<file path="src/rtl/core/srsw_pkg.sv">
package srsw_pkg;

  // Width of the payload ports; the window stores PAYLOAD_BITS of it.
  localparam int unsigned PORT_PAYLOAD_W = 64;

  typedef enum logic [1:0] {
    REQ_SEND    = 2'd0,
    REQ_ACK     = 2'd1,
    REQ_TIMEOUT = 2'd2,
    REQ_NONE    = 2'd3
  } req_type_t;

  typedef enum logic [1:0] {
    TMR_NONE    = 2'd0,
    TMR_START   = 2'd1,
    TMR_STOP    = 2'd2,
    TMR_RESTART = 2'd3
  } timer_op_t;

  typedef enum logic [1:0] {
    ACK_NONE    = 2'd0,
    ACK_BASE    = 2'd1,
    ACK_INSIDE  = 2'd2,
    ACK_OUTSIDE = 2'd3
  } ack_kind_t;

endpackage

</file>
<file path="src/rtl/core/selective_repeat_sender_window_top.sv">
// Selective-repeat ARQ sender window. Raise start with a request while busy is
// low; the block answers every request with exactly one result, shown for one
// cycle with out_valid high, and the receiver cannot stall it. A request is
// answered in registered steps: look up the window offset, form the ring index,
// act, report. Busy stays high through the report cycle, so the next request is
// taken only after the report. An acknowledgement of the oldest packet goes
// through a slide that clears one slot per cycle before the report.
// Packets live in a ring of SEQ_SPACE/2 slots; the slot of a sequence number
// is found from its distance to base, never by searching.
module selective_repeat_sender_window_top #(
  parameter int unsigned SEQ_SPACE    = 8,
  parameter int unsigned PAYLOAD_BITS = 64
) (
  input  logic                                 clk,
  input  logic                                 rst_n,
  input  logic                                 start,
  output logic                                 busy,
  input  logic [1:0]                           in_req_type,
  input  logic [srsw_pkg::PORT_PAYLOAD_W-1:0]  in_payload,
  input  logic [$clog2(SEQ_SPACE)-1:0]         in_seq_num,
  input  logic                                 in_ack_intact,
  output logic                                 out_valid,
  output logic                                 out_accepted,
  output logic                                 out_tx_valid,
  output logic [$clog2(SEQ_SPACE)-1:0]         out_tx_seq,
  output logic [srsw_pkg::PORT_PAYLOAD_W-1:0]  out_tx_payload,
  output logic [1:0]                           out_timer_op,
  output logic [$clog2(SEQ_SPACE)-1:0]         out_timer_seq,
  output logic [1:0]                           out_ack_kind,
  output logic                                 out_window_full,
  output logic [$clog2(SEQ_SPACE)-1:0]         out_base_seq
);
  import srsw_pkg::*;

  localparam int unsigned SEQ_W = $clog2(SEQ_SPACE);
  localparam int unsigned HALF  = SEQ_SPACE / 2;
  localparam int unsigned IDX_W = $clog2(HALF);
  localparam int unsigned CNT_W = $clog2(HALF + 1);

  typedef enum logic [4:0] {
    S_IDLE  = 5'b00001,
    S_FIND  = 5'b00010,
    S_INDEX = 5'b00100,
    S_EXEC  = 5'b01000,
    S_SLIDE = 5'b10000
  } state_t;

  // Report state is folded in as a separate flag so the strobe is one register.
  state_t                  state_r, state_nxt;
  logic                    report_r, report_nxt;

  req_type_t               req_r;
  logic [PAYLOAD_BITS-1:0] req_pay_r;
  logic [SEQ_W-1:0]        req_seq_r;
  logic                    req_intact_r;

  logic [CNT_W-1:0]        outstanding_r, outstanding_nxt;
  logic [SEQ_W-1:0]        next_seq_r, next_seq_nxt;
  logic [SEQ_W-1:0]        base_r, base_nxt;
  logic                    waiting_r, waiting_nxt;
  logic [IDX_W-1:0]        head_r, head_nxt;
  logic [HALF-1:0]         acked_r, acked_nxt;

  logic [CNT_W-1:0]        off_r, off_nxt;
  logic                    hit_r, hit_nxt;
  logic [IDX_W-1:0]        phys_r, phys_nxt;

  logic                    acc_r, acc_nxt;
  logic                    txv_r, txv_nxt;
  logic [SEQ_W-1:0]        txs_r, txs_nxt;
  logic [PAYLOAD_BITS-1:0] txp_r, txp_nxt;
  logic                    from_mem_r, from_mem_nxt;
  timer_op_t               top_r, top_nxt;
  logic [SEQ_W-1:0]        tseq_r, tseq_nxt;
  ack_kind_t               kind_r, kind_nxt;

  logic [PAYLOAD_BITS-1:0] mem [HALF];
  logic [PAYLOAD_BITS-1:0] rd_data_r;
  logic                    mem_we;

  // Shared ring arithmetic: one add and one wrap compare per step.
  logic [SEQ_W:0]          seq_dist;
  logic [IDX_W:0]          ring_sum;
  logic [IDX_W-1:0]        ring_idx;

  always_comb begin
    seq_dist = {1'b0, req_seq_r} - {1'b0, base_r};
    if (req_seq_r < base_r) begin
      seq_dist = seq_dist + (SEQ_W + 1)'(SEQ_SPACE);
    end
    ring_sum = state_r == S_SLIDE ? {1'b0, head_r} + (IDX_W + 1)'(1)
                                  : {1'b0, head_r} + {1'b0, off_r[IDX_W-1:0]};
    ring_idx = ring_sum >= (IDX_W + 1)'(HALF) ? IDX_W'(ring_sum - (IDX_W + 1)'(HALF))
                                              : ring_sum[IDX_W-1:0];
  end

  always_comb begin
    state_nxt       = state_r;
    report_nxt      = 1'b0;
    outstanding_nxt = outstanding_r;
    next_seq_nxt    = next_seq_r;
    base_nxt        = base_r;
    waiting_nxt     = waiting_r;
    head_nxt        = head_r;
    acked_nxt       = acked_r;
    off_nxt         = off_r;
    hit_nxt         = hit_r;
    phys_nxt        = phys_r;
    acc_nxt         = acc_r;
    txv_nxt         = txv_r;
    txs_nxt         = txs_r;
    txp_nxt         = txp_r;
    from_mem_nxt    = from_mem_r;
    top_nxt         = top_r;
    tseq_nxt        = tseq_r;
    kind_nxt        = kind_r;
    mem_we          = 1'b0;

    unique case (state_r)
      S_IDLE: begin
        // Hold off a new request while the report is still on the ports.
        if (start && !report_r) begin
          state_nxt = S_FIND;
        end
      end
      S_FIND: begin
        // A send goes to the first free slot; otherwise locate by distance.
        hit_nxt = seq_dist < (SEQ_W + 1)'(outstanding_r);
        off_nxt = req_r == REQ_SEND ? outstanding_r : CNT_W'(seq_dist);
        state_nxt = S_INDEX;
      end
      S_INDEX: begin
        phys_nxt  = ring_idx;
        state_nxt = S_EXEC;
      end
      S_EXEC: begin
        acc_nxt      = 1'b0;
        txv_nxt      = 1'b0;
        txs_nxt      = '0;
        txp_nxt      = '0;
        from_mem_nxt = 1'b0;
        top_nxt      = TMR_NONE;
        tseq_nxt     = '0;
        kind_nxt     = ACK_NONE;
        state_nxt    = S_IDLE;
        report_nxt   = 1'b1;
        unique case (req_r)
          REQ_SEND: begin
            if (outstanding_r < CNT_W'(HALF)) begin
              mem_we            = 1'b1;
              acked_nxt[phys_r] = 1'b0;
              acc_nxt           = 1'b1;
              txv_nxt           = 1'b1;
              txs_nxt           = next_seq_r;
              txp_nxt           = req_pay_r;
              top_nxt           = TMR_START;
              tseq_nxt          = next_seq_r;
              outstanding_nxt   = outstanding_r + CNT_W'(1);
              next_seq_nxt      = next_seq_r == SEQ_W'(SEQ_SPACE - 1) ? '0
                                                                      : next_seq_r + SEQ_W'(1);
              waiting_nxt       = outstanding_r == CNT_W'(HALF - 1);
            end else begin
              waiting_nxt = 1'b1;
            end
          end
          REQ_ACK: begin
            if (req_intact_r) begin
              top_nxt  = TMR_STOP;
              tseq_nxt = req_seq_r;
              if (hit_r) begin
                acked_nxt[phys_r] = 1'b1;
                if (off_r == '0) begin
                  kind_nxt    = ACK_BASE;
                  waiting_nxt = 1'b0;
                  report_nxt  = 1'b0;
                  state_nxt   = S_SLIDE;
                end else begin
                  kind_nxt = ACK_INSIDE;
                end
              end else begin
                kind_nxt = ACK_OUTSIDE;
              end
            end
          end
          REQ_TIMEOUT: begin
            if (outstanding_r != '0 && hit_r) begin
              txv_nxt      = 1'b1;
              txs_nxt      = req_seq_r;
              from_mem_nxt = 1'b1;
              top_nxt      = TMR_RESTART;
              tseq_nxt     = req_seq_r;
            end
          end
          default: begin
          end
        endcase
      end
      S_SLIDE: begin
        // Drop one marked slot from the head per cycle.
        if (outstanding_r != '0 && acked_r[head_r]) begin
          acked_nxt[head_r] = 1'b0;
          head_nxt          = ring_idx;
          base_nxt          = base_r == SEQ_W'(SEQ_SPACE - 1) ? '0 : base_r + SEQ_W'(1);
          outstanding_nxt   = outstanding_r - CNT_W'(1);
        end else begin
          state_nxt  = S_IDLE;
          report_nxt = 1'b1;
        end
      end
      default: begin
        state_nxt = S_IDLE;
      end
    endcase
  end

  always_ff @(posedge clk) begin
    if (!rst_n) begin
      state_r       <= S_IDLE;
      report_r      <= 1'b0;
      outstanding_r <= '0;
      next_seq_r    <= '0;
      base_r        <= '0;
      waiting_r     <= 1'b0;
      head_r        <= '0;
      acked_r       <= '0;
    end else begin
      state_r       <= state_nxt;
      report_r      <= report_nxt;
      outstanding_r <= outstanding_nxt;
      next_seq_r    <= next_seq_nxt;
      base_r        <= base_nxt;
      waiting_r     <= waiting_nxt;
      head_r        <= head_nxt;
      acked_r       <= acked_nxt;
    end
  end

  // Request capture and working/result payload registers.
  always_ff @(posedge clk) begin
    if (start && !busy) begin
      req_r        <= req_type_t'(in_req_type);
      req_pay_r    <= in_payload[PAYLOAD_BITS-1:0];
      req_seq_r    <= in_seq_num;
      req_intact_r <= in_ack_intact;
    end
    off_r      <= off_nxt;
    hit_r      <= hit_nxt;
    phys_r     <= phys_nxt;
    acc_r      <= acc_nxt;
    txv_r      <= txv_nxt;
    txs_r      <= txs_nxt;
    txp_r      <= txp_nxt;
    from_mem_r <= from_mem_nxt;
    top_r      <= top_nxt;
    tseq_r     <= tseq_nxt;
    kind_r     <= kind_nxt;
  end

  always_ff @(posedge clk) begin
    if (mem_we) begin
      mem[phys_r] <= req_pay_r;
    end
    rd_data_r <= mem[phys_r];
  end

  assign busy            = state_r != S_IDLE || report_r;
  assign out_valid       = report_r;
  assign out_accepted    = acc_r;
  assign out_tx_valid    = txv_r;
  assign out_tx_seq      = txs_r;
  assign out_tx_payload  = PORT_PAYLOAD_W'(from_mem_r ? rd_data_r : txp_r);
  assign out_timer_op    = top_r;
  assign out_timer_seq   = tseq_r;
  assign out_ack_kind    = kind_r;
  assign out_window_full = waiting_r;
  assign out_base_seq    = base_r;

endmodule

</file>
<file path="config.mk">
export PLATFORM = sky130hd
export DESIGN_NAME = selective_repeat_sender_window_top
export DESIGN_NICKNAME = d
export VERILOG_FILES = /design/src/rtl/core/srsw_pkg.sv /design/src/rtl/core/selective_repeat_sender_window_top.sv
export SDC_FILE = /design/constraint.sdc
export NUM_CORES = 1
export LEC_CHECK = 0
export ABC_AREA = 0
export ABC_CLOCK_PERIOD_IN_PS = 5500
export BUFFER_PORTS_ARGS = -buffer_cell sky130_fd_sc_hd__buf_2
export CAP_MARGIN = 10
export CELL_PAD_IN_SITES_DETAIL_PLACEMENT = 2
export CELL_PAD_IN_SITES_GLOBAL_PLACEMENT = 2
export CORE_MARGIN = 2
export CORE_UTILIZATION = 43
export CTS_BUF_LIST = sky130_fd_sc_hd__clkbuf_8
export DETAILED_ROUTE_END_ITERATION = 7
export GPL_ROUTABILITY_DRIVEN = 0
export GPL_TIMING_DRIVEN = 0
export PLACE_DENSITY = 0.82
export SLEW_MARGIN = 20
export SYNTH_ARGS = -nofsm -noshare
export SYNTH_HDL_FRONTEND = slang
export SYNTH_SLANG_ARGS = --single-unit
</file>
<file path="constraint.sdc">
create_clock -name clk -period 5.5 [get_ports clk]
set_input_delay 1.1 -clock clk [delete_from_list [all_inputs] [get_ports clk]]
set_output_delay 1.1 -clock clk [all_outputs]
set_load 0.1 [all_outputs]
</file>
; ---- Word level (Yosys, flattened, before mapping)
; Memory sizes are Yosys's and may differ from the RTL's. A register that Yosys moved wholly into a read port is not among the register bits.
; Cells that the tools add are included.
[totals]
ramBits = 256
n_memories = 1
wordCells = 150
out_inout_bits = 82
ff_bits = 175
inputBits = 73
[mem_list]
columns = memory, depth, width, rd, rd_clocked_by_memory_dff, wr, line_no
row1 = mem, 4, 64, 1, 1, 1, selective_repeat_sender_window_top.sv:77  ; logic [PAYLOAD_BITS-1:0] mem [HALF];
[op_classes]
eq_ne = 23
reduce_logical = 22
addsub = 9
bitwise = 5
mux = 59
magnitude_cmp = 8
[op_table]
columns = operator, n
row1 = $mux 64, 1
row2 = $mux 3, 10
row3 = $mux 5, 6
row4 = $pmux 5 s5, 1
row5 = $mux 4, 5
row6 = $mux 1, 19
row7 = $pmux 4 s2, 2
row8 = $ne 2x2->1 const B, 7
row9 = $pmux 3 s2, 2
row10 = $mux 2, 5
row11 = $add 3x1->3 const B, 3
row12 = $ne 3x3->1 const B, 3
row13 = $pmux 3 s3, 1
row14 = $and 4x4->4, 2
row15 = $not 4->4, 2
row16 = $reduce_and 2->1, 4
row17 = $eq 3x3->1 const B, 2
row18 = $logic_and 1x1->1, 6
row19 = $lt 2x3->1 const B, 2
row20 = $pmux 1 s2, 3
row21 = $pmux 2 s3, 1
row22 = $reduce_and 6->1, 1
row23 = $eq 5x1->1 const B, 1
row24 = $eq 5x2->1 const B, 1
row25 = 32 further kinds, 36

; ---- Depth between registers and ports, before layout
; Gate-level depths: netlist of run 1.
[logic_depth]
depth_word = 9
depth_mapped = 9
depth_no_buf = 8

; ---- Least setup slack after synthesis of run 1
; No wires, ideal clock.
[synth_path]
kind = reg-to-reg
from = reg req_r[0]
to = mem mem[0][0], enable pin
synth_period_minus_slack_ns = 6.067
setup_slack_ns = -0.567
path_stages_with_launch = 6
setup_time_ns = 0.565
arrival_ns = 5.502
cell_sequence = edfxtp_1 > clkbuf_1 > nor3_1 > nand3_1 > clkbuf_1 > nor3_1
[synth_via]
elab_chain_len = 5
[synth_lines]
columns = element, line_no
row1 = from (decl), selective_repeat_sender_window_top.sv:52  ; req_type_t req_r;
row2 = from (signal assigned), selective_repeat_sender_window_top.sv:241  ; req_r <= req_type_t'(in_req_type);
row3 = $logic_not 2->1, selective_repeat_sender_window_top.sv:147  ; unique case (req_r)
row4 = $mux 1, selective_repeat_sender_window_top.sv:147
row5 = $mux 1, selective_repeat_sender_window_top.sv:119  ; unique case (state_r)
row6 = $mux 1, selective_repeat_sender_window_top.sv:260  ; if (mem_we) begin
row7 = $mux 1 (not written as such), selective_repeat_sender_window_top.sv:261  ; mem[phys_r] <= req_pay_r;
row8 = to (decl), selective_repeat_sender_window_top.sv:77
; No other way between the ends.

; ---- Worst setup path in the final report of run 1
[layout_path]
from = reg from_mem_r
to = out out_tx_payload[9] (netlist name)
[layout_via]
elab_chain_len = 1
[layout_lines]
columns = element, line_no
row1 = from (decl), selective_repeat_sender_window_top.sv:72  ; logic from_mem_r, from_mem_nxt;
row2 = from (signal assigned), selective_repeat_sender_window_top.sv:253  ; from_mem_r <= from_mem_nxt;
row3 = $mux 64, selective_repeat_sender_window_top.sv:271  ; assign out_tx_payload = PORT_PAYLOAD_W'(from_mem_r ? rd_data_r : txp_r);
row4 = to (decl), selective_repeat_sender_window_top.sv:26  ; output logic [srsw_pkg::PORT_PAYLOAD_W-1:0] out_tx_payload,
; No other way between the ends.

==> results of run 1 <==
-- registers in the layout, indices dropped and copies added (netlist names), 3 cells and up, named ones only --
register / cells
txp_r: 64
outstanding_r: 3
mem: 256
out_timer_seq: 3
out_base_seq: 3
req_pay_r: 64
req_seq_r: 3
next_seq_r: 3
rd_data_r: 64
off_r: 3
out_tx_seq: 3
state_r: 5
-- logic make-up after synthesis --
logic type,share of synthesized area [%]
mux,12.54
compound gates,1.494
buf+inv,1.221
flops,78.12
xor+xnor,0.1466
simple gates,5.451
fa+ha+maj,1.033
-- cell usage in the layout, fill, tap and decap left out, drive strengths merged, types with 4 or more instances in the layout --
cell and count:
a21boi 10, a21oi 4, a22o 6, and2 67
buf 186, bufinv 7, clkbuf 119, clkinv 16
clkinvlp 6, dfxtp 86, edfxtp 409, ha 10
inv 42, mux2 66, mux2i 4, mux4 65
nand2 20, nand2b 4, nand3 9, nand4 9
nor2 11, nor2b 10, nor3 6, o21ai 6
or3 6
-- synth_stat cells, types with 2 or more instances --
| cell type | instances |
|---|---|
| a22o_1 | 6 |
| or3_1 | 5 |
| nand4_1 | 8 |
| nand2_1 | 20 |
| a21boi_1 | 2 |
| o2111ai_1 | 2 |
| xnor2_1 | 2 |
| mux2i_1 | 4 |
| dfxtp_1 | 86 |
| nor3_1 | 5 |
| nand3_1 | 9 |
| clkbuf_1 | 27 |
| or2_2 | 3 |
| buf_2 | 11 |
| or3b_1 | 2 |
| fa_1 | 3 |
| nand4b_1 | 2 |
| mux2_2 | 66 |
| and2_1 | 67 |
| inv_1 | 12 |
| edfxtp_1 | 409 |
| a21boi_0 | 8 |
| mux4_2 | 65 |
| nor2_1 | 10 |
| ha_1 | 10 |
| and3_1 | 2 |
| a21oi_1 | 4 |
| o21ai_0 | 6 |
| nand2b_1 | 4 |
| nor2b_1 | 10 |
| nor4_1 | 2 |
-- critical path, delay by kind of cell (launching register included) --
kind	cells	cell delay (ns)
buffers and inverters	3	1.86
flip-flops	1	0.35
multiplexers	1	0.33
-- power groups by stage --
stage               registers, uW  clock network [uW]  logic (uW)
detailed placement           4260                   0         183
floorplan                    4240                   0        92.2
finish                       4190                3370         182
global placement             4260                   0         158
global route                 4190                3600         197
CTS                          4190                3470         186
-- worst paths after layout --
path | slack (ns) | end | startpoint | cells past startpoint
hold reg to reg | 0.52 | out_base_seq[1]$_SDFFE_PN0P_ | out_base_seq[1]$_SDFFE_PN0P_ | 2
setup / recovery | 1.21 | out_tx_payload[9] | from_mem_r$_SDFFCE_PP0N_ | 4
hold / removal | 0.52 | out_base_seq[1]$_SDFFE_PN0P_ | out_base_seq[1]$_SDFFE_PN0P_ | 2
setup reg to reg | 2.25 | mem[0][34]$_DFFE_PP_ | req_r[0]$_DFFE_PP_ | 9
-- cell type report --
| type | count | share of cell area (%) |
|---|---|---|
| clock buffers | 92 | 5.872 |
| well taps | 532 | 3.087 |
| inverters | 12 | 0.2321 |
| repair buffers | 174 | 5.674 |
| plain buffers | 40 | 0.8065 |
| multi-input cells | 349 | 17.37 |
| flip-flops and latches | 495 | 64.94 |
| clock inverters | 59 | 2.025 |
-- metrics by stage --
| step | worst slack [ns] | util, % | cell area [um^2] |
|---|---|---|---|
| floorplan | 0.8889 | - | 17930 |
| global placement | -2.161 | 47.21 | 19360 |
| detailed placement | 1.845 | 48.42 | 19860 |
| CTS | 1.061 | 52.57 | 21560 |
| global route | 1.026 | 52.57 | 21560 |
| finish | 1.206 | 52.57 | 21560 |
-- routing by layer --
layer	up-vias	part of all wire [%]	track usage, %
li1	4052	-	-
met1	4825	41	26.48
met2	269	52	38.28
met3	85	4.5	4.226
met4	0	2.1	6.475
met5	-	0	0
==> impl_metrics.csv, run 1 <==
group,metric,value,unit
placement,dp_cells,1602,
clock_network,tritoncts,"done",
worst_hold_path,min_path_type,"reg -> reg",
clock_network,root_buffer,"clkbuf_8",
layout,antenna_cells,0,
clock_network,htree_levels,3,
route,dr.pass1.iters,4,
layout,syn_to_final_growth,20.30,%
route,postRouteAntennaNets,0,
synth,synth_edf_count,409,
grt,grt_max_degree,48,
timing,tightest_slew,1.027,ns
setup_path,path_max_fanout,10,
pwr,power_leakage,0.007619,uW
timing,fin_setup_tns,0,ns
clock_network,postCtsSetupBuffers,0,
clock_network,ctsResizeCount,0,
floorplanning,die_x,208.2,um
grt,antenna_found_initial,1,
route,dr.first_iter.drc_count,487,
layout,fin_nets,1240,
route,dr_total_vias,9231,
synth,synth_top_cell_by_area,"edfxtp_1",
synth,netlist_area,17930,um^2
status,status,"complete, no violations",
synth,synth_top_cell_area_share,68.51,%
pwr,power.share.clock,43.5,%
floorplanning,core,41020,um^2
pwr,combPwrFrac,2.4,%
pwr,p_int,6059,uW
timing,slew_headroom,31.51,%
setup_path,crit_slowest_cell,"clkbuf_1",
grt,grt_use_total,21.46,%
route,vias_per_cell,5.266,
layout,layout.cells.non_filler,1753,
route,wl_per_cell,26.03,um
floorplanning,placementRows,74,
timing,hold_viol,0,
synth,yosysSeqAreaShare,78.12,%
route,wl,45.63,mm
synth,postSynthCellCount,896,
clock_network,ctsHoldBuffers,0,
setup_path,endpoint_kind,"output port",
synth,synthFlopType,"edfxtp_1",
timing,period_needed,4.294,ns
timing,setup-violations-final,0,
synth,ys_top_cells_by_area,"edfxtp_1 69%, dfxtp_1 9.6%, mux4_2 8.2%, mux2_2 4.1%, and2_1 2.3%",
grt,gr-total-overflow,0,
synth,yosys_warnings,0,
pwr,p_switching,1677,uW
timing,timing.final.crit_share,78.07,%
pwr,p_sw_share,21.68,%
synth,ys_types,55,
layout,drive_above_1_share,36.45,%
timing,rsz0062_at_grt,"no",
setup_path,worst_setup_path_start_kind,"flip-flop",
placement,dpl.hpwl,28.61,mm
floorplanning,die_area,43340,um^2
synth,syn_nets,982,
layout,fill_cells,3575,
synth,async_reset_ff_share,0,%
timing,drv_slew,0,
setup_path,path_common_cell,"clkbuf_1",
pwr,p_seq_share,54.1,%
synth,ys_seq_elements,495,
setup_path,path_cells,"clkbuf_1 > clkbuf_1 > mux2_2 > buf_2",
setup_path,crit_arrival,3.19,ns
pwr,ir_worst_vdd,0.3271,mV
pwr,finalPower,7736,uW
floorplanning,die_h,208.2,um
placement,portBuffers,153,
timing,skew,0.04165,ns
layout,multi_input_comb_area,3745,um^2
clock_network,cts_max_path_buffers,3,
clock_network,cts_inserted_buffers,82,
floorplanning,start_util,43.70,%
grt,grt_pass1_vias,10800,
grt,grt_pass1_wl,68.51,mm
layout,layout.area.seq,14000,um^2
floorplanning,ios,155,
clock_network,clock_sinks,495,
setup_path,slowest_delay,0.75,ns
clock_network,path_clk_slew,0.06,ns
flow_run,drv_cap,0,
setup_path,cp.required,4.40,ns
clock_network,clock_latency,0.65,ns
timing,fmax,232.9,MHz
timing,whs,0.5153,ns
synth,syn_area_per_cell,20.01,um^2
setup_path,critical_path_class,"reg -> out",
pwr,power_density,358.7,nW/um^2
route,drc,0,
Power figures use the tool's default switching activity.
==> run 2, diff against run 1 <==
--- a/config.mk
+++ b/config.mk
@@ -6,7 +6,7 @@
 export NUM_CORES = 1
 export LEC_CHECK = 0
 export ABC_AREA = 0
-export ABC_CLOCK_PERIOD_IN_PS = 5500
+export ABC_CLOCK_PERIOD_IN_PS = 3740
 export BUFFER_PORTS_ARGS = -buffer_cell sky130_fd_sc_hd__buf_2
 export CAP_MARGIN = 10
 export CELL_PAD_IN_SITES_DETAIL_PLACEMENT = 2
==> constraint.sdc (replaced) <==
create_clock -name clk -period 3.74 [get_ports clk]
set_input_delay 0.748 -clock clk [delete_from_list [all_inputs] [get_ports clk]]
set_output_delay 0.748 -clock clk [all_outputs]
set_load 0.1 [all_outputs]
==> impl_metrics.csv, run 2 (synthesized netlist as in run 1, its figures left out) <==
group,metric,value,unit
status,status,"complete, no violations",
pwr,finalPower,10920,uW
setup_path,cp.required,2.99,ns
route,postRouteAntennaNets,0,
setup_path,crit_slowest_cell,"edfxtp_1",
clock_network,path_clk_slew,0.06,ns
layout,final_common_cell,"edfxtp_1",
timing,drv_slew,0,
route,dr.first_iter.drc_count,583,
setup_path,r2r_start,"req_r[0]$_DFFE_PP_",
setup_path,r2r_cells,8,
floorplanning,core,41020,um^2
floorplanning,start_util,43.70,%
clock_network,tritoncts,"done",
placement,dp_cells,1602,
placement,place_area,19890,um^2
floorplanning,die_h,208.2,um
grt,grt_max_degree,42,
setup_path,crit_arrival,2.82,ns
setup_path,critPathTopFamily,"buffers and inverters",
floorplanning,die_x,208.2,um
timing,period_needed,3.564,ns
layout,drive_above_1_share,36.33,%
setup_path,r2r_slack,0.42,ns
setup_path,worst-path-buf-inv,2,
route,wl_per_cell,25.48,um
layout,largest-register,"mem",
timing,fin_setup_tns,0,ns
grt,gr-total-overflow,0,
pwr,ir_worst_vdd,0.2574,mV
route,dr_total_vias,9109,
layout,largest_reg_flops,256,
layout,fin_area,21450,um^2
route,vias_per_cell,5.187,
setup_path,r2r-end,"mem[0][32]$_DFFE_PP_",
setup_path,crit_cells,3,
setup_path,path_max_fanout,10,
layout,mostFrequentLayoutCells,"409 x edfxtp_1, 164 x buf_2, 92 x clkbuf_8, 86 x dfxtp_1, 67 x and2_1",
pwr,power_leakage,0.007601,uW
setup_path,slowest_delay,0.78,ns
floorplanning,placementRows,74,
clock_network,root_buffer,"clkbuf_8",
setup_path,path_cells,"clkbuf_1 > mux2_2 > buf_2",
pwr,power_density,509.1,nW/um^2
setup_path,crit_end,"out_tx_payload[62]",
timing,rsz0062_at_grt,"no",
layout,layout.cells.non_filler,1756,
timing,slew_headroom,38.95,%
timing,whs,0.2799,ns
layout,fin_nets,1240,
floorplanning,die_area,43340,um^2
timing,hold_viol,0,
clock_network,ctsHoldBuffers,0,
floorplanning,ios,155,
worst_hold_path,min_path_type,"in -> reg",
clock_network,cts_max_path_buffers,3,
clock_network,htree_levels,3,
placement,portBuffers,153,
route,drc,0,
setup_path,critical_path_class,"reg -> out",
grt,grt_pass1_vias,10640,
placement,dpl.hpwl,29.67,mm
timing,fmax,280.6,MHz
setup_path,startpoint,"from_mem_r$_SDFFCE_PP0N_",
route,dr.pass1.iters,5,
clock_network,clock_sinks,495,
timing,tightest_slew,0.9157,ns
grt,grt_pass1_wl,67.94,mm
setup_path,endpoint_kind,"output port",
setup_path,worst_setup_path_start_kind,"flip-flop",
grt,grt_use_total,21.35,%
timing,skew,0.02813,ns
timing,setup-violations-final,0,
clock_network,cts_inserted_buffers,83,
grt,antenna_found_initial,4,
layout,syn_to_final_growth,19.66,%
timing,timing.final.crit_share,95.29,%
flow_run,drv_cap,0,
clock_network,clock_latency,0.64,ns
route,wl,44.75,mm
[run 2: repair_timing]
| action | in CTS | in global routing |
|---|---|---|
| setup endpoints to repair | 60 | 6 |
| resized for setup | 1 | 4 |
| gates cloned | 0 | 0 |
| setup buffers | 0 | 0 |
[run 2: area by class of cell]
class,instances,area (um^2)
Antenna cell,2,5.005
Buffer,39,173.9
Clock buffer,92,1266
Clock inverter,61,290.3
Fill cell,3620,19570
Inverter,12,50.05
Multi-Input combinational cell,349,3745
Sequential cell,495,14000
Tap cell,532,665.6
Timing Repair Buffer,174,1251
[run 2: worst min-delay path by stage]
stage	startpoint	endpoint	slack [ns]	depth (start not counted)
2_1_floorplan	outstanding_r[0]$_SDFFE_PN0P_	outstanding_r[0]$_SDFFE_PN0P_	0.47	2
3_3_place_gp	out_base_seq[1]$_SDFFE_PN0P_	out_base_seq[1]$_SDFFE_PN0P_	0.48	2
3_5_place_dp	out_base_seq[1]$_SDFFE_PN0P_	out_base_seq[1]$_SDFFE_PN0P_	0.51	2
4_1_cts	in_payload[7]	req_pay_r[7]$_DFFE_PP_	0.21	1
5_1_grt	in_payload[51]	req_pay_r[51]$_DFFE_PP_	0.21	1
6_report	in_payload[0]	req_pay_r[0]$_DFFE_PP_	0.28	1
[run 2: layer usage]
metal | vias to the layer above | routed length [um] | global-route usage [%]
met5 | - | 0 | 0
met4 | 0 | 590 | 5.160
met3 | 56 | 1889 | 5.117
met2 | 198 | 23880 | 38.47
met1 | 4797 | 18390 | 25.89
li1 | 4058 | - | -
[run 2: metrics by stage]
stage               utilization (%)  worst slack, ns
floorplan                         -          -0.7508
CTS                           52.28          0.01565
detailed placement            48.49           0.4760
global placement              47.21           -3.876
finish                        52.30           0.1761
global route                  52.28         0.002695
[run 2: where the power goes]
group,total [uW],leakage (uW),switching [uW],internal [uW]
combinational,270,0.00225,166,104
sequential,6160,0.00443,92.2,6070
clock,4490,0.000927,2150,2340
==> run 3, diff against run 2 <==
--- a/config.mk
+++ b/config.mk
@@ -18,6 +18,7 @@
 export GPL_ROUTABILITY_DRIVEN = 0
 export GPL_TIMING_DRIVEN = 0
 export PLACE_DENSITY = 0.82
+export RECOVER_POWER = 25
 export SLEW_MARGIN = 20
 export SYNTH_ARGS = -nofsm -noshare
 export SYNTH_HDL_FRONTEND = slang
==> impl_metrics.csv, run 3 (synthesized netlist as in run 1, its figures left out) <==
group,metric,value,unit
setup_path,path_max_fanout,10,
setup_path,crit_arrival,2.82,ns
grt,gr-total-overflow,0,
layout,largest_reg_flops,256,
clock_network,clock_latency,0.65,ns
setup_path,cp.required,2.99,ns
route,dr.pass1.iters,4,
clock_network,tritoncts,"done",
route,drc,0,
route,wl_per_cell,25.52,um
floorplanning,die_x,208.2,um
timing,timing.final.crit_share,95.40,%
status,status,"complete, no violations",
grt,use_met1,25.89,%
pwr,power_leakage,0.007579,uW
grt,grt_pass1_vias,10640,
timing,hold_viol,0,
layout,fill_cells,3621,
grt,grt_use_met3,5.117,%
pwr,power_density,509.5,nW/um^2
route,wl,44.82,mm
clock_network,htree_levels,3,
timing,tightest_slew,0.9250,ns
grt,grt_max_degree,42,
clock_network,path_clk_slew,0.06,ns
pwr,finalPower,10920,uW
clock_network,root_buffer,"clkbuf_8",
placement,portBuffers,153,
worst_hold_path,min_path_type,"in -> reg",
floorplanning,placementRows,74,
route,vias_per_cell,5.199,
pwr,ir_worst_vdd,0.2584,mV
timing,fmax,280.3,MHz
timing,skew,0.02738,ns
route,dr_total_vias,9130,
timing,period_needed,3.568,ns
floorplanning,core,41020,um^2
placement,place_area,19890,um^2
layout,mostFrequentLayoutCells,"409 x edfxtp_1, 156 x buf_2, 92 x clkbuf_8, 86 x dfxtp_1, 67 x and2_1",
setup_path,endpoint_kind,"output port",
floorplanning,die_area,43340,um^2
grt,grt_use_total,21.35,%
floorplanning,ios,155,
clock_network,postCtsSetupBuffers,0,
layout,largest-register,"mem",
grt,antenna_found_initial,4,
clock_network,cts_inserted_buffers,83,
clock_network,ctsHoldBuffers,0,
timing,setup-violations-final,0,
layout,fin_nets,1240,
timing,slew_headroom,38.33,%
floorplanning,die_h,208.2,um
grt,grt_pass1_wl,67.94,mm
grt,busiest_layer,"met2",
route,dr.first_iter.drc_count,623,
timing,rsz0062_at_grt,"no",
clock_network,cts_max_path_buffers,3,
flow_run,drv_cap,0,
layout,syn_to_final_growth,19.61,%
floorplanning,start_util,43.70,%
placement,dpl.hpwl,29.67,mm
route,postRouteAntennaNets,0,
timing,drv_slew,0,
layout,final_common_cell,"edfxtp_1",
setup_path,critical_path_class,"reg -> out",
layout,drive_above_1_share,35.68,%
layout,fin_area,21440,um^2
grt,grt_util_met2,38.47,%
clock_network,clock_sinks,495,
setup_path,worst_setup_path_start_kind,"flip-flop",
-- run 3: cell count changes in the layout (fill, tap and decap cells not counted) --
| cell | previous run | this run |
|---|---|---|
| buf_2 | 164 | 156 |
| clkbuf_1 | 23 | 31 |
-- run 3: critical path: stages (launching register included) --
cell      delay, ns
edfxtp_1       0.79
clkbuf_1       0.62
mux2_2         0.34
buf_2          0.44
-- run 3: final cells by class --
cell class / count / area [um^2] / area share [%]
Timing Repair Buffer: 174 / 1241 / 5.789
Antenna cell: 2 / 5.005 / 0.02334
Sequential cell: 495 / 14000 / 65.31
Multi-Input combinational cell: 349 / 3745 / 17.47
Buffer: 39 / 173.9 / 0.8112
Inverter: 12 / 50.05 / 0.2334
Tap cell: 532 / 665.6 / 3.105
Clock buffer: 92 / 1266 / 5.906
Clock inverter: 61 / 290.3 / 1.354
-- run 3: metal layers --
layer	wire [um]	part of all wire, %
met1	18390	41
met5	0	0
met3	1886	4.2
met2	23930	53
met4	612	1.4
-- run 3: metrics by stage --
stage / setup WS [ns] / hold WS, ns / util (%) / cells / setup TNS, ns
final: 0.1719 / 0.2775 / 52.27 / 1756 / 0
after global routing: 0.002695 / 0.2149 / 52.26 / 1754 / 0
after CTS: 0.01565 / 0.2093 / 52.28 / 1754 / 0
after detailed placement: 0.4760 / 0.5082 / 48.49 / 1602 / 0
after global placement: -3.876 / 0.4777 / 47.21 / 1581 / -1029.73
after floorplan: -0.7508 / 0.4710 / - / 896 / -158.28
-- run 3: path summary, 6_finish.rpt --
check / cells after the start / to / slack (ns) / startpoint
min reg2reg: 2 / out_base_seq[1]$_SDFFE_PN0P_ / 0.51 / out_base_seq[1]$_SDFFE_PN0P_
max reg2reg: 8 / mem[0][32]$_DFFE_PP_ / 0.41 / req_r[0]$_DFFE_PP_
min: 1 / req_pay_r[0]$_DFFE_PP_ / 0.28 / in_payload[0]
max: 3 / out_tx_payload[62] / 0.17 / from_mem_r$_SDFFCE_PP0N_
-- run 3: timing repair --
| item | in CTS | in global routing |
|---|---|---|
| gates cloned | 0 | 0 |
| pin swaps | 0 | 0 |
| endpoints found under the setup margin | 60 | 6 |
| gates resized for setup | 1 | 4 |
-- run 3: power by group --
part	switching (uW)	leakage, uW	total (uW)	internal [uW]
clock	2160	0.000927	4490	2340
sequential	92.6	0.00443	6160	6070
combinational	165	0.00223	268	103
